[config.mk]
export PLATFORM = sky130hd
export DESIGN_NAME = dvru_ram
export DESIGN_NICKNAME = d
export VERILOG_FILES = /design/src/hdl/dvru_ram.sv
export SDC_FILE = /design/constraint.sdc
export NUM_CORES = 2
export LEC_CHECK = 0
export BUFFER_PORTS_ARGS = -buffer_cell sky130_fd_sc_hd__buf_4
export CAP_MARGIN = 30
export CORE_MARGIN = 1
export CORE_UTILIZATION = 40
export CTS_CLUSTER_DIAMETER = 80
export DETAILED_ROUTE_END_ITERATION = 8
export PLACE_DENSITY = 0.61
export SETUP_SLACK_MARGIN = 0.5
export SYNTH_ARGS = -nofsm -noshare
export SYNTH_HDL_FRONTEND = slang
export SYNTH_SLANG_ARGS = --single-unit
[constraint.sdc]
create_clock -name clk_i -period 2.3 [get_ports clk_i]
set_input_delay 0.23 -clock clk_i [delete_from_list [all_inputs] [get_ports clk_i]]
set_output_delay 0.23 -clock clk_i [all_outputs]
set_load 0.01 [all_outputs]
[src/hdl/dvru_ram.sv]
// generic simple dual-port ram with registered read
module dvru_ram #(
  parameter int unsigned WIDTH = 8,
  parameter int unsigned DEPTH = 256
) (
  input  logic                     clk_i,
  input  logic                     we_i,
  input  logic [$clog2(DEPTH)-1:0] waddr_i,
  input  logic [WIDTH-1:0]         wdata_i,
  input  logic                     re_i,
  input  logic [$clog2(DEPTH)-1:0] raddr_i,
  output logic [WIDTH-1:0]         rdata_o
);

  logic [WIDTH-1:0] mem_q [DEPTH];
  logic [WIDTH-1:0] rdata_q;

  always_ff @(posedge clk_i) begin
    if (we_i) begin
      mem_q[waddr_i] <= wdata_i;
    end
    if (re_i) begin
      rdata_q <= mem_q[raddr_i];
    end
  end

  assign rdata_o = rdata_q;

endmodule

# Yosys cells after proc, flatten, opt, wreduce, memory -nomap -nowiden
# Memory sizes are Yosys's and may differ from the RTL's. A register that Yosys moved wholly into a read port is not among the register bits.
# Index checks and enable logic that the tools add are counted.
totals:
  word_cells: 3
  latchBits: 0
  mem_bits_ro: 0
  memories: 1
  output_inout_bits: 8
  input_bits: 27
  mem_bits_rw: 2048
  register_bits: 0
op_classes:
  n_mul: 0
  bitwise: 0
  eq_ne: 0
  shift: 0
  n_mux: 2
  order_cmp: 0
  n_reduce_logical: 0
  div: 0
  n_addsub: 0
memory_table:
  columns: ["name", "words", "word_bits", "read_ports", "rd_ports_with_merged_regs", "write_ports", "line", "source"]
  rows:
  - ["mem_q", 256, 8, 1, 1, 1, "15", "logic [WIDTH-1:0] mem_q [DEPTH];"]
op_table:
  columns: ["cell", "count"]
  rows:
  - ["two-way mux 1 bit", 2]

# Logic depth before layout (Yosys ltp)
depth:
  ltp_word: 2
  depth_mapped: 11
  ltp_nobuf: 6

# Worst setup path after synthesis
# OpenSTA, ideal clock, no wires.
synth_timing:
  path_type: "input to register"
  start: "input raddr_i[0]"
  end: "register rdata_q[2], in the netlist rdata_o[2], read port of mem_q, data pin"
  stages: 9
  required_ns: 2.031
  path_buffers: 4
  slack_ns: -0.006
  setup_ns: 0.269
  arrival_ns: 2.037
  cell_sequence: "buf_6 buf_12 buf_8 buf_2 mux4_2 a22oi_1 a21oi_1 nor4_1 nor4_2"
synth_lines:
  columns: ["element", "line", "source"]
  rows:
  - ["start: declaration", "11", "input logic [$clog2(DEPTH)-1:0] raddr_i,"]
  - ["end: declaration", "16", "logic [WIDTH-1:0] rdata_q;"]

==> impl_metrics.csv <==
group,metric,value,unit
placement,place_area,88700,um2
placement,dp_cells,6817,
synth,ys_seq_area_frac,0.775,
die,pin_count,35,
synth,ys_seq_elements,2056,
worst_setup_path,end_kind,"flop",
cells_and_area,layout-drive-gt1-share,0.350,
grt,grt_start_max_net_pins,94,
status,status,"complete, but fails checks",
synth,syn_avg_cell_area,21.3,um2
synth,syn_nets,3760,
synth,synth_top_area_cell,"edfxtp_1",
grt,grt_usage,0.204,
clocking,path_clk_slew,0.06,ns
worst_setup_path,start_kind,"flop",
synth,synth-edff-count,2056,
placement,gp_routability_congestion,0.874,
worst_hold_path,hp-class,"primary input to flop",
synth,syn_area,79600,um2
cells_and_area,diodes,0,
worst_setup_path,max_stage_delay,0.56,ns
synth,synth.most_common_cell,"edfxtp_1",
placement,portBuffers,34,
clocking,ctsHtreeMaxLevel,4,
worst_setup_path,r2r.worst_path.cells,7,
route,drtAntennaViolNets,0,
worst_setup_path,crit_top_cell,"mux4_2",
timing,tightest_slew,0.888,ns
clocking,clock_path_buffers,3,
clocking,cts_tree,"yes",
worst_setup_path,cp_slowest_cell,"mux4_2",
cells_and_area,stdcell_count,7194,
timing,maxSlewViolCount,0,
synth,ys_warn_count,0,
timing,rsz0062_at_grt,"yes",
synth,ys_async_sr_fraction,0,
die,fp.dieArea,201000,um2
die,rows,163,
worst_hold_path,holdPathStages,1,
worst_setup_path,critPathRequiredTime,2.88,ns
clocking,insertion_delay,0.84,ns
synth,synth_common_cells,"edfxtp_1 (2056), mux4_2 (454), nor2_1 (282)",
route,dr_total_vias,40900,
route,routedWlPerCell,28.5,um
flow_run,maxCapViolCount,0,
worst_setup_path,path_max_fanout,1,
route,dr.pass1.iters,5,
timing,setup_viol,4,
pwr,power.leakage,30.3,nW
synth,synthCells,3733,
route,drt_iter0_markers,3903,
route,avgViaCountPerCell,5.68,
timing,fin_ws,-0.208,ns
placement,place.detailed.hpwl,133000,um
die,die_h,448,um
grt,antenna_found_initial,0,
cells_and_area,syn2layout_area_growth,19.8,%
die,start_util,0.403,
timing,max_freq,399,MHz
clocking,cts_made_buffers,201,
worst_setup_path,arrival,3.09,ns
route,drc,0,
grt,grt_first_pass_wirelength,295000,um
route,wirelength,205000,um
worst_setup_path,crit_chain,"mux4_2 > mux4_2 > nor2_2 > a2111oi_2 > nor3_2 > buf_4 > nor4_2",
timing,period_needed,2.51,ns
die,die-width,448,um
pwr,peakVddDrop,588,uV
timing,finalHoldViolCount,0,
synth,ys_types,54,
cells_and_area,final_nets,4414,
clocking,clockRootBuffer,"clkbuf_16",
pwr,p_per_area,812,nW/um2
timing,skew,0.0434,ns
status,violations,"setup timing",
synth,dominantRegCellSynth,"edfxtp_1",
worst_setup_path,path_class,"flop to flop",
timing,period_share,1.09,
synth,synth.top_cells.by_area,"edfxtp_1 (78%), mux4_2 (13%), mux2i_1 (1.7%)",
grt,grt-ovfl-total,0,
timing,slew-limit-headroom,0.408,
grt,grt_pass1_vias,41200,
synth,synth.top_cell.area_share,0.775,
cells_and_area,final_cell_area,95400,um2
die,fp.coreArea,198000,um2
clocking,cts.sinks,2056,
[cells in the final DEF, fill, tap and decap left out, types with 9 or more instances in the layout]
cell type	instances
o22ai_1	27
o21ai_0	10
buf_12	99
nand3_1	25
o211ai_1	10
clkbuf_1	39
nand4_1	10
nor2b_1	26
nor4_2	12
nor2_1	170
clkinv_2	39
clkbuf_16	203
nor3_1	13
bufinv_16	10
buf_4	563
a21oi_1	96
nand2_1	33
nor4_1	10
o221ai_1	44
clkinv_1	58
nor2_4	85
edfxtp_1	2056
a22oi_1	130
a221oi_1	9
nand3_2	9
mux4_2	454
mux2i_1	134
nor2_2	27
[report_power, final]
part | switching [mW] | internal, mW | leakage [nW] | total, mW
logic | 2.71 | 1.89 | 8.78 | 4.60
registers | 0.0438 | 41.3 | 18.5 | 41.4
clock network | 14.1 | 17.4 | 3.05 | 31.5
total | 16.9 | 60.6 | 30.3 | 77.5
[final timing paths]
check | startpoint | endpoint | slack (ns)
worst max-delay path | mem_q[135][0]$_DFFE_PP_ | rdata_o[0]$_DFFE_PP_ | -0.21
worst min register to register | mem_q[40][3]$_DFFE_PP_ | rdata_o[3]$_DFFE_PP_ | 1.15
worst min-delay path | wdata_i[6] | mem_q[225][6]$_DFFE_PP_ | 0.03
worst max register to register | mem_q[135][0]$_DFFE_PP_ | rdata_o[0]$_DFFE_PP_ | -0.21
[cell type report]
| cell class | count | area [um2] |
|---|---|---|
| multi-input combinational | 1442 | 17600 |
| sequential | 2056 | 61700 |
| clock buffer | 242 | 5230 |
| fill | 16000 | 102000 |
| clock inverter | 128 | 1040 |
| inverter | 2 | 7.51 |
| timing repair buffer | 684 | 6480 |
| tap | 2640 | 3300 |
[logic make-up after synthesis]
family,count (synthesis),synth area share
DFF,2056,0.775
muxes,591,0.146
and+or+nand+nor,466,0.0263
AOI/OAI and AO/OA,385,0.0342
buffers and inverters,235,0.0183
[registers in the layout, indices dropped and copies added (netlist names)]
signal,flops
rdata_o,8
mem_q,2048
[metal layers]
layer  global-route usage  share of wire  vias to the layer above
li1                     -              -                    17000
met3               0.0336          0.070                      324
met5                    0              0                        -
met2                0.323           0.48                     1587
met1                0.293           0.43                    21900
met4               0.0588          0.028                        0
[worst max-delay path: cells and delay by family, from the launching register on]
| kind | cells | cell delay (ns) |
|---|---|---|
| mux | 2 | 1.06 |
| simple gates | 3 | 0.56 |
| flops | 1 | 0.37 |
| buf+inv | 1 | 0.20 |
| compound gates | 1 | 0.07 |
[through the flow]
| step | power (mW) | utilization | hold slack [ns] | TNS, ns | setup slack, ns |
|---|---|---|---|---|---|
| 3_3_place_gp | 46.6 | 0.449 | 0.619 | -6.60 | -1.17 |
| 6_report | 77.5 | 0.483 | 0.0256 | -0.316 | -0.208 |
| 4_1_cts | 77.9 | 0.482 | 0.0231 | -0.343 | -0.134 |
| 3_5_place_dp | 46.7 | 0.449 | 0.621 | -6.19 | -1.03 |
| 5_1_grt | 79.6 | 0.483 | 0.0344 | -0.631 | -0.253 |
| 2_1_floorplan | 44.3 | - | 0.329 | 0 | 0.113 |
[repair_timing]
action | 4_1_cts | 5_1_grt
endpoints found under the hold margin | 440 | 0
pin swaps | 23 | 6
resized for setup | 43 | 20
hold buffers | 7 | 0
setup endpoints to repair | 12 | 9
buffers inserted | 0 | 0
(Power assumes the default switching activity.)
