### src/hdl/dvru_pkg.sv
// types and constants of the distance-vector route update block
package dvru_pkg;

  localparam int unsigned OwnIdBits = 8;
  localparam int unsigned ApbDataBits = 32;
  localparam int unsigned ApbAddrBits = 3;

  // register indexes, taken from paddr[2]
  typedef enum logic {
    REG_OWN_ROUTER_ID = 1'b0
  } reg_idx_e;

  typedef enum logic [2:0] {
    STATUS_IGNORED   = 3'd0,
    STATUS_UNCHANGED = 3'd1,
    STATUS_SAME_HOP  = 3'd2,
    STATUS_BETTER    = 3'd3,
    STATUS_NEW       = 3'd4
  } status_e;

  typedef enum logic [2:0] {
    S_CLEAR  = 3'b001,
    S_IDLE   = 3'b010,
    S_LOOKUP = 3'b100
  } state_e;

  typedef struct packed {
    logic    wr_en;
    status_e status;
    logic    advertise;
  } upd_ctrl_t;

endpackage

### src/hdl/dvru_update.sv
// route entry update decision with saturating cost sum
module dvru_update #(
  parameter int unsigned NODE_BITS = 8,
  parameter int unsigned COST_BITS = 16
) (
  input  logic [NODE_BITS-1:0] own_node_i,
  input  logic [NODE_BITS-1:0] dest_i,
  input  logic [NODE_BITS-1:0] nbr_i,
  input  logic [COST_BITS-1:0] adv_cost_i,
  input  logic [COST_BITS-1:0] link_cost_i,
  input  logic                 ent_valid_i,
  input  logic [NODE_BITS-1:0] ent_hop_i,
  input  logic [COST_BITS-1:0] ent_cost_i,
  output dvru_pkg::upd_ctrl_t  ctrl_o,
  output logic [NODE_BITS-1:0] new_hop_o,
  output logic [COST_BITS-1:0] upd_cost_o
);

  import dvru_pkg::*;

  localparam logic [COST_BITS-1:0] CostInf = '1;

  logic [COST_BITS:0]   sum_raw;
  logic [COST_BITS-1:0] sum_sat;
  logic [COST_BITS-1:0] same_cost;
  logic                 adv_inf;

  assign sum_raw   = {1'b0, adv_cost_i} + {1'b0, link_cost_i};
  assign sum_sat   = sum_raw[COST_BITS] ? CostInf : sum_raw[COST_BITS-1:0];
  assign adv_inf   = (adv_cost_i == CostInf);
  assign same_cost = adv_inf ? CostInf : sum_sat;

  always_comb begin
    ctrl_o.wr_en     = 1'b0;
    ctrl_o.status    = STATUS_UNCHANGED;
    ctrl_o.advertise = 1'b0;
    new_hop_o        = ent_hop_i;
    upd_cost_o       = ent_cost_i;
    if (dest_i == own_node_i) begin
      ctrl_o.status = STATUS_IGNORED;
      new_hop_o     = '0;
      upd_cost_o    = '0;
    end else if (!ent_valid_i) begin
      ctrl_o.wr_en     = 1'b1;
      ctrl_o.status    = STATUS_NEW;
      ctrl_o.advertise = 1'b1;
      new_hop_o        = nbr_i;
      upd_cost_o       = sum_sat;
    end else if (ent_hop_i == nbr_i) begin
      ctrl_o.wr_en     = 1'b1;
      ctrl_o.status    = STATUS_SAME_HOP;
      ctrl_o.advertise = (same_cost != ent_cost_i);
      upd_cost_o       = same_cost;
    end else if (!adv_inf && (sum_sat < ent_cost_i)) begin
      ctrl_o.wr_en     = 1'b1;
      ctrl_o.status    = STATUS_BETTER;
      ctrl_o.advertise = 1'b1;
      new_hop_o        = nbr_i;
      upd_cost_o       = sum_sat;
    end
  end

endmodule

### config.mk
export PLATFORM = sky130hd
export DESIGN_NAME = dvru_update
export DESIGN_NICKNAME = d
export VERILOG_FILES = /design/src/hdl/dvru_pkg.sv /design/src/hdl/dvru_update.sv
export SDC_FILE = /design/constraint.sdc
export NUM_CORES = 1
export LEC_CHECK = 0
export BUFFER_PORTS_ARGS = -buffer_cell sky130_fd_sc_hd__buf_2
export CAP_MARGIN = 20
export CORE_ASPECT_RATIO = 1.25
export CORE_MARGIN = 2
export CORE_UTILIZATION = 50
export DETAILED_ROUTE_END_ITERATION = 12
export PLACE_DENSITY = 0.92
export SKIP_LAST_GASP = 1
export SYNTH_ARGS = -nofsm -noshare
export SYNTH_HDL_FRONTEND = slang
export SYNTH_SLANG_ARGS = --single-unit
### constraint.sdc
create_clock -name vclk -period 5.2
set_clock_uncertainty 0.2 [all_clocks]
set_input_delay 0.26 -clock vclk [all_inputs]
set_output_delay 0.26 -clock vclk [all_outputs]
set_load 0.03 [all_outputs]
; ---- After elaboration in Yosys (flattened, before gate mapping)
; Cells that the tools add are included.
[classes]
add_sub_neg = 1
n_eq_ne = 4
order_cmp = 1
muxes = 16
reduce_logical = 2
[op_table]
columns = operator, count
row1 = $mux 16, 6
row2 = $mux 8, 4
row3 = $add 16x16->17, 1
row4 = $eq 16x16->1 const B, 1
row5 = $eq 8x8->1, 2
row6 = $lt 16x16->1, 1
row7 = $ne 16x16->1, 1
row8 = $mux 5, 3
row9 = $mux 3, 1
row10 = $mux 1, 2
row11 = $logic_and 1x1->1, 1
row12 = $logic_not 1->1, 1
[totals]
output_inout_bits = 29
word_cells = 24
in_bits = 81
register_bits = 0

; ---- Depth between registers and ports, before layout
; Gate-level depths: netlist (run 1).
[logic_depth]
depth_word = 8
mapped_depth = 19
ltp_nobuf = 18

; ---- Worst setup path before layout (run 1)
; Ideal clock, no wire load.
[synth_timing]
path_type = input-to-output
startpoint = input adv_cost_i[0]
endpoint = output upd_cost_o[14]
cell_stages = 17
required_time_ns = 4.740
arrival_time_ns = 4.727
setup_slack_ns = 0.013
n_path_buf = 3
cell_sequence = ha_1 -> fa_1 -> a211oi_2 -> o211ai_2 -> a32o_1 -> a21oi_1 -> clkbuf_1 -> buf_1 -> nand2_1 -> ha_1 -> nand4_1 -> or2_2 -> nor3_1 -> a211oi_1 -> a21bo_2 -> buf_2 -> a221oi_1
[synth_between]
elab_chain_cells = 8
elab_cells_between_ends = 11
classes_between = add/sub (1) / order compare (1) / eq/ne (1) / mux (6) / reduce/logical (2)
[synth_rtl]
columns = element, line
row1 = start: declaration, dvru_update.sv:9  ; input logic [COST_BITS-1:0] adv_cost_i,
row2 = $add 16x16->17, dvru_update.sv:28  ; assign sum_raw = {1'b0, adv_cost_i} + {1'b0, link_cost_i};
row3 = $mux 16, dvru_update.sv:29  ; assign sum_sat = sum_raw[COST_BITS] ? CostInf : sum_raw[COST_BITS-1:0];
row4 = $lt 16x16->1, dvru_update.sv:54  ; end else if (!adv_inf && (sum_sat < ent_cost_i)) begin
row5 = $logic_and 1x1->1, dvru_update.sv:54
row6 = $mux 16, dvru_update.sv:54
row7 = $mux 16, dvru_update.sv:49  ; end else if (ent_hop_i == nbr_i) begin
row8 = $mux 16 (*), dvru_update.sv:43  ; end else if (!ent_valid_i) begin
row9 = $mux 16 (*), dvru_update.sv:39  ; if (dest_i == own_node_i) begin
row10 = end: declaration, dvru_update.sv:16  ; output logic [COST_BITS-1:0] upd_cost_o
; Mark *: on every way between the ends. The rest lies on a longest branch, timed or not.

; ---- Final worst setup path (run 1)
[layout_timing]
startpoint = input adv_cost_i[0]
endpoint = output upd_cost_o[12]
; Same word-level chain as after synthesis.

==> summary.txt, run 1 <==
Timing
  • Total count of max-transition violations in the final report: 0
  • Final critical-path share of the clock period: 0.976
  • Setup TNS: 0 ns
  • Worst hold slack across all endpoints: 0.749 ns
  • Fmax: 197 MHz
  • Period minus WS final: 5.07 ns
  • Final Hold Fails: 0
  • Count of final setup violators: 0
  • Worst relative slew slack: 0.356
  • Tightest Pin Transition: between 0.9 and 1 ns

Logic synthesis
  • Synth area leader: sky130_fd_sc_hd__ha_1
  • Post-synthesis cell count: roughly 330
  • Number of distinct library cell variants in the gate-level netlist after synthesis: a little over 60
  • Share of the yosys chip area belonging to registers: 0
  • Post-synthesis instance area: ~2300 sq um
  • Net Count, Synth: 442
  • Number of warnings issued by yosys: 0
  • Synthesized area per cell: 7.12 sq um
  • Area share of the largest cell type after synthesis: 0.166
  • Top area cells in the synthesized netlist: sky130_fd_sc_hd__ha_1 (17%), sky130_fd_sc_hd__xor2_1 (7.9%), sky130_fd_sc_hd__xnor2_1 (6.7%), sky130_fd_sc_hd__a21oi_1 (5.8%), sky130_fd_sc_hd__o221a_2 (3.8%)

Hold path
  • Hold Path Depth: 4
  • Class of the tightest hold or removal check: primary input to output pin
  • Min-Delay Endpoint: new_hop_o[1]
  • Launch point of the worst hold path: ent_hop_i[1]

Worst setup path
  • Element type at the critical path end: output pin
  • Critical path fanouts, max: 20
  • Worst setup SP type: primary input
  • Classification of the worst setup path: primary input to output pin
  • WP data arrival: approximately 4.6 ns
  • Required time of the critical path: 4.74 ns

Place
  • IO Port Bufs: 110
  • Number of cells in the design after placement: 492
  • RePlAce Congestion: 1.02
  • Detailed placement HPWL: 6390 um

Finish
  • Area of combinational cells with multiple inputs: 2240 sq um
  • Number of sequential cells: 0
  • Area growth from synthesis to layout: 28.0%
  • Fraction of final layout cells sized beyond drive strength 1: 0.346
  • Count of inserted antenna diode cells: 0
  • Final standard cell count with taps included and fillers excluded: 492
  • Final Net Count: approximately 550
  • FF/Latch Area: 0 sq um
  • Fillers: around 420
  • Total of clock buffers placed in the layout: 0

Power and ir drop
  • Leakage: about 1.5 nW
  • Power density over the cells: roughly 190 nW/um^2
  • Maximum ir drop on the vdd rail: roughly 0.0001 V

GRT
  • Pin count of the biggest net entering global routing: 21
  • Grt total ovfl: 0
  • Number of global-route vias before repair: about 2,800
  • Global-route wire length before repair: between 10,000 and 15,000 um
  • Antenna violations before repair: 0
  • Global router's overall resource usage: 0.279

Run status
  • Run status: complete, no violations

Routing
  • Iter 0 DRT Violations: 188
  • Via count: between 3,000 and 4,000
  • Total Wirelength: about 8000 um
  • Antenna Violating Nets Remaining: 0
  • Average via count per standard cell: 6.24
  • 1st-pass router iterations: 5
  • Residual DRC count: 0
  • Wirelength per Cell: between 15 and 20 um

Job
  • Maxcap violations: 0

Floorplan
  • Core Rows: 27
  • Vert. Die Dim: 80.5 um
  • Effective utilization at floorplan: 0.525
  • Floorplan Core Area: 4460 sq um
  • Number of placed I/O pins: 110
  • Horizontal die dimension: about 65 um
  • DIE AREA: 5250 sq um

Clock network
  • Buffers inserted by post-CTS timing repair: 0
  • Number of buffers inserted by hold repair at cts: 0
-- routing by layer --
layer / global-route usage / up-vias / wire length (um)
met5: 0 / - / 0
met2: 0.583 / 152 / 4380
met4: 0.0479 / 0 / 116
met1: 0.295 / 1437 / 2820
met3: 0.0238 / 12 / 493
li1: - / 1469 / -
-- layout by cell type, fill, tap and decap left out, types with 8 or more instances in the layout --
cell                       count
sky130_fd_sc_hd__a21o_1       11
sky130_fd_sc_hd__a21oi_1      27
sky130_fd_sc_hd__a31oi_1       9
sky130_fd_sc_hd__buf_2       110
sky130_fd_sc_hd__ha_1         31
sky130_fd_sc_hd__inv_1        22
sky130_fd_sc_hd__mux2i_1       8
sky130_fd_sc_hd__nand2_1      22
sky130_fd_sc_hd__nand2b_1      8
sky130_fd_sc_hd__nand4_1      10
sky130_fd_sc_hd__nor2_1       19
sky130_fd_sc_hd__nor4_1        8
sky130_fd_sc_hd__o21ai_0      13
sky130_fd_sc_hd__o221a_2       8
sky130_fd_sc_hd__xnor2_1      18
sky130_fd_sc_hd__xor2_1       20
-- worst max-delay path, stage by stage --
cell	delay, ns
sky130_fd_sc_hd__buf_2	0.11
sky130_fd_sc_hd__ha_1	0.23
sky130_fd_sc_hd__fa_1	0.46
sky130_fd_sc_hd__a211oi_2	0.31
sky130_fd_sc_hd__o211ai_2	0.17
sky130_fd_sc_hd__a32o_1	0.27
sky130_fd_sc_hd__a21oi_1	0.18
sky130_fd_sc_hd__buf_6	0.21
sky130_fd_sc_hd__nand2_1	0.12
sky130_fd_sc_hd__ha_1	0.34
sky130_fd_sc_hd__nand4_1	0.13
sky130_fd_sc_hd__or2_2	0.34
sky130_fd_sc_hd__nor3_2	0.22
sky130_fd_sc_hd__a211oi_1	0.13
sky130_fd_sc_hd__a21bo_2	0.22
sky130_fd_sc_hd__or2b_1	0.25
sky130_fd_sc_hd__buf_4	0.17
sky130_fd_sc_hd__a31oi_1	0.24
sky130_fd_sc_hd__buf_2	0.25
-- timing repair --
item / in CTS / in global routing
gates resized for setup: 0 / 8
setup endpoints to repair: 0 / 22
endpoints found under the hold margin: 0 / 0
-- power breakdown --
| group | internal (mW) | total (mW) | switching, mW |
|---|---|---|---|
| Combinational | 0.222 | 0.572 | 0.351 |
| Clock | 0 | 0 | 0 |
| Sequential | 0 | 0 | 0 |
-- through the flow --
step | cell area [sq um] | total power [mW] | util | setup WS, ns
after floorplan | 2340 | 0.400 | - | 0.0133
final | 3000 | 0.572 | 0.672 | 0.126
after detailed placement | 2960 | 0.554 | 0.664 | 0.0726
after global placement | 2960 | 0.540 | 0.664 | 0.302
after CTS | 2960 | 0.556 | 0.664 | 0.0620
after global routing | 3000 | 0.617 | 0.672 | -0.0356
-- worst max-delay path by stage --
stage,depth (start not counted),slack [ns],startpoint,end
6_report,19,0.13,adv_cost_i[0],upd_cost_o[12]
2_1_floorplan,17,0.01,adv_cost_i[0],upd_cost_o[14]
3_3_place_gp,19,0.30,adv_cost_i[8],upd_cost_o[10]
4_1_cts,19,0.06,adv_cost_i[6],upd_cost_o[10]
3_5_place_dp,19,0.07,adv_cost_i[6],upd_cost_o[10]
5_1_grt,19,-0.04,adv_cost_i[1],upd_cost_o[12]
-- synthesized netlist by cell type (2+ instances only) --
library cell                instances
sky130_fd_sc_hd__o211ai_1           5
sky130_fd_sc_hd__nand3_1            6
sky130_fd_sc_hd__o21ai_0           13
sky130_fd_sc_hd__and3_1             2
sky130_fd_sc_hd__nand2_1           23
sky130_fd_sc_hd__xor2_1            21
sky130_fd_sc_hd__nor3_1             5
sky130_fd_sc_hd__a31o_2             2
sky130_fd_sc_hd__a21o_1            11
sky130_fd_sc_hd__a21oi_2            2
sky130_fd_sc_hd__a21boi_0           4
sky130_fd_sc_hd__a211o_1            2
sky130_fd_sc_hd__buf_2              3
sky130_fd_sc_hd__o21ai_1            2
sky130_fd_sc_hd__ha_1              31
sky130_fd_sc_hd__inv_1             22
sky130_fd_sc_hd__nand4_1           10
sky130_fd_sc_hd__o32ai_1            2
sky130_fd_sc_hd__mux2i_1            8
sky130_fd_sc_hd__xnor2_1           18
sky130_fd_sc_hd__nor2_1            19
sky130_fd_sc_hd__a31oi_1            9
sky130_fd_sc_hd__a211oi_1           6
sky130_fd_sc_hd__a2111oi_0          2
sky130_fd_sc_hd__nand2b_1           8
sky130_fd_sc_hd__o31ai_1            2
sky130_fd_sc_hd__nor4b_1            2
sky130_fd_sc_hd__or2_2              4
sky130_fd_sc_hd__o22ai_1            4
sky130_fd_sc_hd__nor4_1             8
sky130_fd_sc_hd__clkbuf_1           7
sky130_fd_sc_hd__a21oi_1           27
sky130_fd_sc_hd__o221a_2            8
sky130_fd_sc_hd__o21a_1             3
-- cell type report --
type | count | share of cell area
repair buffers | 117 | 0.202
multi-input cells | 295 | 0.746
well taps | 58 | 0.0242
inverters | 22 | 0.0275
-- cells by family (layout without fill, tap and decap cells) --
family	after synthesis	after routing	synth area share
AO/OA/AOI/OAI	120	120	0.373
AND/OR/NAND/NOR	96	96	0.214
XOR/XNOR	39	39	0.146
buffers and inverters	34	139	0.0593
adder cells (fa/ha/maj)	32	32	0.174
multiplexers	8	8	0.0342
Power figures use the tool's default switching activity.
==> inputs of run 2 (changes only) <==
Clock period 5.2 ns to 4.86 ns, I/O delays scaled along.
==> summary.txt, run 2 (synthesis gave the netlist of run 1 again) <==
Worst setup path
  • Crit path from: adv_cost_i[0]
  • Classification of the worst setup path: primary input to output pin
  • Worst setup SP type: primary input
  • Element type at the critical path end: output pin
  • Critical path fanouts, max: 5 (-75%)
  • WP data arrival: 4.31 ns (-0.30 ns)
  • Required time of the critical path: 4.42 ns (-0.32 ns)

Finish
  • Post-route cell area: 3220 sq um (+7.3%)
  • FF/Latch Area: 0 sq um (unchanged)
  • Final core utilization: 0.721 (+0.0488)
  • Commonest non-fill, non-tap cells in the layout: sky130_fd_sc_hd__buf_2 (107), sky130_fd_sc_hd__ha_1 (28), sky130_fd_sc_hd__a21oi_1 (25)
  • Fillers: 371 (-11%)
  • Final standard cell count with taps included and fillers excluded: 506 (+2.8%)
  • Commonest non-fill, non-tap cell in the layout: sky130_fd_sc_hd__buf_2
  • Count of inserted antenna diode cells: 0 (unchanged)
  • Total of clock buffers placed in the layout: 0 (unchanged)
  • Final Net Count: 563 (+2.6%)
  • Fraction of final layout cells sized beyond drive strength 1: 0.400 (+0.0539)
  • Area growth from synthesis to layout: 37.3%
  • Number of sequential cells: 0 (unchanged)

Routing
  • 1st-pass router iterations: 4 (-1)
  • Wirelength per Cell: 16.1 um (+1.4%)
  • Iter 0 DRT Violations: 178 (-5.3%)
  • Average via count per standard cell: 6.28 (+0.65%)
  • Residual DRC count: 0 (unchanged)
  • Total Wirelength: 8150 um (+4.3%)
  • Antenna Violating Nets Remaining: 0 (unchanged)
  • Via count: 3,178 (+3.5%)

Run status
  • Run status: complete, no violations

GRT
  • Number of global-route vias before repair: 2,992 (+5.4%)
  • Pin count of the biggest net entering global routing: 21 (unchanged)
  • Global-route wire length before repair: 12,700 um (+4.0%)
  • Antenna violations before repair: 0 (unchanged)
  • Global router's overall resource usage: 0.289 (+0.0103)
  • Grt total ovfl: 0 (unchanged)

Power and ir drop
  • Maximum ir drop on the vdd rail: 0.000126 V (+26%)
  • Power density over the cells: 207 nW/um^2 (+8.3%)
  • Leakage: 1.57 nW (+6.6%)

Floorplan
  • Effective utilization at floorplan: 0.525 (unchanged)
  • Horizontal die dimension: 65.2 um (unchanged)
  • Vert. Die Dim: 80.5 um (unchanged)
  • Floorplan Core Area: 4460 sq um (unchanged)
  • DIE AREA: 5250 sq um (unchanged)
  • Number of placed I/O pins: 110 (unchanged)
  • Core Rows: 27 (unchanged)

Timing
  • Tightest Pin Transition: 1.00 ns (+0.0448 ns)
  • Worst hold slack across all endpoints: 0.709 ns (-0.0401 ns)
  • Final critical-path share of the clock period: 0.978
  • Total count of max-transition violations in the final report: 0 (unchanged)
  • Period minus WS final: about 4.8 ns
  • Worst relative slew slack: 0.326 (-0.0300)
  • Count of final setup violators: 0 (unchanged)
  • Final Hold Fails: 0 (unchanged)
  • Fmax: 210 MHz

Place
  • IO Port Bufs: 110 (unchanged)
  • RePlAce Congestion: 0.995 (-2.6%)
  • Number of cells in the design after placement: 498 (+1.2%)
  • Detailed placement HPWL: 6400 um (+0.15%)
  • DP Area: 3010 sq um (+1.7%)

Clock network
  • Number of buffers inserted by hold repair at cts: 0 (unchanged)

Hold path
  • Launch point of the worst hold path: ent_hop_i[7]
  • Class of the tightest hold or removal check: primary input to output pin
  • Min-Delay Endpoint: new_hop_o[7]
  • Hold Path Depth: 4 (unchanged)

Job
  • Maxcap violations: 0 (unchanged)
-- run 2: cell types whose count changed in the layout (fill, tap and decap cells not counted), sizes merged --
cell | before | now
buf | 117 | 131
-- run 2: how the worst max path moves through the flow --
| stage | to | slack, ns | cells past startpoint |
|---|---|---|---|
| after CTS | upd_cost_o[7] | 0.02 | 19 |
| after detailed placement | upd_cost_o[10] | -0.09 | 18 |
| after global routing | upd_cost_o[7] | -0.12 | 21 |
| after global placement | upd_cost_o[10] | 0.09 | 18 |
| after floorplan | upd_cost_o[12] | 0.02 | 17 |
| final | upd_cost_o[2] | 0.11 | 19 |
-- run 2: final cells by class --
class | instances | area (sq um) | share of cell area
Multi-Input combinational cell | 295 | 2330 | 0.726
Timing Repair Buffer | 131 | 727 | 0.226
Inverter | 22 | 82.6 | 0.0257
Tap cell | 58 | 72.6 | 0.0226
-- run 2: metal layers --
layer  vias up  share of wire  global-route usage
met5         -              0                   0
met4         0          0.047               0.108
met3        37          0.057              0.0168
met2       147           0.53               0.584
met1      1497           0.36               0.304
li1       1497              -                   -
-- run 2: through the flow --
step           power, mW  worst slack (ns)  setup TNS (ns)
2_1_floorplan      0.430            0.0196               0
6_report           0.665             0.107               0
3_3_place_gp       0.586            0.0875               0
4_1_cts            0.609            0.0202               0
3_5_place_dp       0.604           -0.0919          -0.691
5_1_grt            0.720            -0.117           -1.13
-- run 2: critical path: stages --
cell and delay, ns:
sky130_fd_sc_hd__buf_2 0.11, sky130_fd_sc_hd__ha_1 0.24, sky130_fd_sc_hd__fa_2 0.36, sky130_fd_sc_hd__a211oi_2 0.26, sky130_fd_sc_hd__o211ai_2 0.19, sky130_fd_sc_hd__a32o_2 0.33
sky130_fd_sc_hd__a21oi_4 0.17, sky130_fd_sc_hd__buf_4 0.17, sky130_fd_sc_hd__nand2_1 0.05, sky130_fd_sc_hd__ha_1 0.30, sky130_fd_sc_hd__nand4_1 0.13, sky130_fd_sc_hd__or2_2 0.35
sky130_fd_sc_hd__o211ai_1 0.26, sky130_fd_sc_hd__a211oi_2 0.08, sky130_fd_sc_hd__a21bo_2 0.21, sky130_fd_sc_hd__or2b_1 0.26, sky130_fd_sc_hd__buf_4 0.18, sky130_fd_sc_hd__a31oi_1 0.18
sky130_fd_sc_hd__buf_2 0.22
-- run 2: where the power goes --
group,switching (mW),internal [mW],total [mW]
logic,0.394,0.271,0.665
registers,0,0,0
clock network,0,0,0
total,0.394,0.271,0.665
-- run 2: repair_timing --
item                                    in CTS  in global routing
pin swaps                                    0                  7
gates cloned                                 0                  2
buffers inserted                             0                  6
resized for setup                            3                 33
endpoints found under the setup margin       9                 24
==> inputs of run 3 (changes only) <==
Settings changed: CORE_ASPECT_RATIO 1.25 to default, PLACE_DENSITY 0.92 to default, PLACE_DENSITY_LB_ADDON from default to 0.05.
==> summary.txt, run 3 (synthesis gave the netlist of run 1 again) <==
Place
  • Detailed placement HPWL: 5810 um (-9.2%)
  • IO Port Bufs: 110 (unchanged)
  • DP Area: 3020 sq um (+0.17%)
  • Minimum setup slack after placement: -0.119 ns (-0.0272 ns)
  • RePlAce Congestion: 0.968 (-2.6%)

Finish
  • Final Net Count: 561 (-0.36%)
  • Commonest non-fill, non-tap cells in the layout: sky130_fd_sc_hd__buf_2 (104), sky130_fd_sc_hd__ha_1 (31), sky130_fd_sc_hd__a21oi_1 (25)
  • Area growth from synthesis to layout: 34.9%
  • Commonest non-fill, non-tap cell in the layout: sky130_fd_sc_hd__buf_2
  • Fraction of final layout cells sized beyond drive strength 1: 0.379 (-0.0206)
  • Post-route cell area: 3160 sq um (-1.8%)
  • FF/Latch Area: 0 sq um (unchanged)
  • Count of inserted antenna diode cells: 0 (unchanged)
  • Final core utilization: 0.711 (-0.0102)
  • Fillers: 384 (+3.5%)
  • Total of clock buffers placed in the layout: 0 (unchanged)
  • Number of sequential cells: 0 (unchanged)

Floorplan
  • Floorplan Core Area: 4440 sq um (-0.34%)
  • Vert. Die Dim: 72.4 um (-10%)
  • Number of placed I/O pins: 110 (unchanged)
  • Core Rows: 24 (-11%)
  • Horizontal die dimension: 72.4 um (+11%)
  • Effective utilization at floorplan: 0.527 (+0.00177)
  • DIE AREA: 5250 sq um (about the same)

Power and ir drop
  • P_sw: 0.381 mW (-3.2%)
  • Leakage: 1.57 nW (-0.40%)
  • Switching Share: 0.583 (-0.00959)
  • Internal Pwr Total: 0.273 mW (+0.68%)
  • Power density over the cells: 207 nW/um^2 (+0.12%)
  • Proportion of power drawn by combinational gates: 1.000 (about the same)
  • Share of total power in sequential cells: 0 (unchanged)
  • Total Power: 0.654 mW (-1.6%)
  • Relative contribution of the clock network to total power: 0 (unchanged)
  • Maximum ir drop on the vdd rail: 0.000119 V (-5.5%)

Hold path
  • Class of the tightest hold or removal check: primary input to output pin
  • Hold Path Depth: 4 (unchanged)
  • Launch point of the worst hold path: ent_hop_i[2]
  • Min-Delay Endpoint: new_hop_o[2]

GRT
  • Global router's overall resource usage: 0.263 (-0.0263)
  • Antenna violations before repair: 0 (unchanged)
  • Pin count of the biggest net entering global routing: 21 (unchanged)
  • Global-route wire length before repair: 11,600 um (-8.6%)
  • Grt total ovfl: 0 (unchanged)
  • Number of global-route vias before repair: 2,684 (-10%)

Timing
  • Final critical-path share of the clock period: 0.968 (-0.00989)
  • Fmax: 213 MHz (+1.0%)
  • Period minus WS final: 4.71 ns (-0.0481 ns)
  • Post-route setup slack: 0.155 ns (+0.0481 ns)
  • Setup TNS: 0 ns (unchanged)
  • Tightest Pin Transition: 0.981 ns (-0.0228 ns)
  • Final Hold Fails: 0 (unchanged)
  • Worst relative slew slack: 0.341 (+0.0153)
  • Count of final setup violators: 0 (unchanged)
  • Total count of max-transition violations in the final report: 0 (unchanged)

Routing
  • Wirelength per Cell: 14.6 um (-9.6%)
  • Residual DRC count: 0 (unchanged)
  • 1st-pass router iterations: 4 (unchanged)
  • Iter 0 DRT Violations: 194 (+9.0%)
  • Total Wirelength: 7260 um (-11%)
  • Average via count per standard cell: 5.91 (-5.9%)
  • Via count: 2,943 (-7.4%)
  • Antenna Violating Nets Remaining: 0 (unchanged)

Worst setup path
  • Required time of the critical path: 4.42 ns (about the same)
  • Classification of the worst setup path: primary input to output pin
  • Element type at the critical path end: output pin
  • WP data arrival: 4.26 ns (-0.05 ns)
  • Worst setup SP type: primary input
  • Critical path fanouts, max: 8 (+3)

Job
  • Maxcap violations: 0 (unchanged)

Clock network
  • Number of buffers inserted by hold repair at cts: 0 (unchanged)

Run status
  • Run status: complete, no violations
[run 3: changes by cell type in the layout (fill, tap and decap cells not counted), moves of 2 or more]
cell	before	now
sky130_fd_sc_hd__xnor2_1	16	18
sky130_fd_sc_hd__ha_4	2	0
sky130_fd_sc_hd__xnor2_2	2	0
sky130_fd_sc_hd__ha_1	28	31
sky130_fd_sc_hd__buf_2	107	104
[run 3: area by class of cell]
cell class / instances / area, sq um / share of cell area
timing repair buffer: 129 / 728 / 0.230
tap: 52 / 65.1 / 0.0206
inverter: 22 / 82.6 / 0.0261
multi-input combinational: 295 / 2280 / 0.723
[run 3: power by group through the flow]
stage	clock [mW]	sequential, mW	combinational (mW)
2_1_floorplan	0	0	0.430
3_3_place_gp	0	0	0.597
3_5_place_dp	0	0	0.603
4_1_cts	0	0	0.608
5_1_grt	0	0	0.711
6_report	0	0	0.654
[run 3: worst max-delay path: stages]
cell and delay (ns):
sky130_fd_sc_hd__buf_2 0.11, sky130_fd_sc_hd__ha_1 0.23, sky130_fd_sc_hd__fa_2 0.36, sky130_fd_sc_hd__a211oi_2 0.23
sky130_fd_sc_hd__o211ai_2 0.20, sky130_fd_sc_hd__a32o_2 0.34, sky130_fd_sc_hd__a21oi_4 0.20, sky130_fd_sc_hd__buf_6 0.15
sky130_fd_sc_hd__buf_4 0.11, sky130_fd_sc_hd__nand2b_1 0.05, sky130_fd_sc_hd__ha_1 0.21, sky130_fd_sc_hd__nor4b_1 0.32
sky130_fd_sc_hd__buf_4 0.18, sky130_fd_sc_hd__o2111ai_1 0.16, sky130_fd_sc_hd__a211oi_2 0.28, sky130_fd_sc_hd__a21bo_2 0.18
sky130_fd_sc_hd__or2b_1 0.17, sky130_fd_sc_hd__nand2_4 0.10, sky130_fd_sc_hd__o221a_2 0.28, sky130_fd_sc_hd__buf_2 0.17
[run 3: worst max path at each step]
stage                  start             end  slack, ns  cells past startpoint
3_5_place_dp   adv_cost_i[0]   upd_cost_o[0]      -0.12                     19
6_report       adv_cost_i[0]   upd_cost_o[0]       0.15                     20
2_1_floorplan  adv_cost_i[0]  upd_cost_o[12]       0.02                     17
4_1_cts        adv_cost_i[0]   upd_cost_o[7]       0.06                     19
3_3_place_gp   adv_cost_i[0]  upd_cost_o[10]       0.08                     18
5_1_grt        adv_cost_i[0]   upd_cost_o[7]      -0.04                     18
[run 3: stage by stage]
stage | std cells | hold WS, ns
2_1_floorplan | 329 | 0.534
3_3_place_gp | 492 | 0.699
3_5_place_dp | 492 | 0.704
4_1_cts | 492 | 0.706
5_1_grt | 498 | 0.727
6_report | 498 | 0.704
[run 3: timing repair]
action                                  CTS  global route
gates cloned                              0             2
setup buffers                             0             4
endpoints found under the setup margin   11            24
gates resized for setup                   3            30
pin swaps                                 0             5
[run 3: metal layers]
metal  global-route usage  vias to the layer above  part of all wire
met5                    0                        -                 0
met4               0.0556                        0             0.015
met3               0.0125                       10             0.071
met2                0.471                      122              0.47
met1                0.348                     1319              0.44
li1                     -                     1492                 -
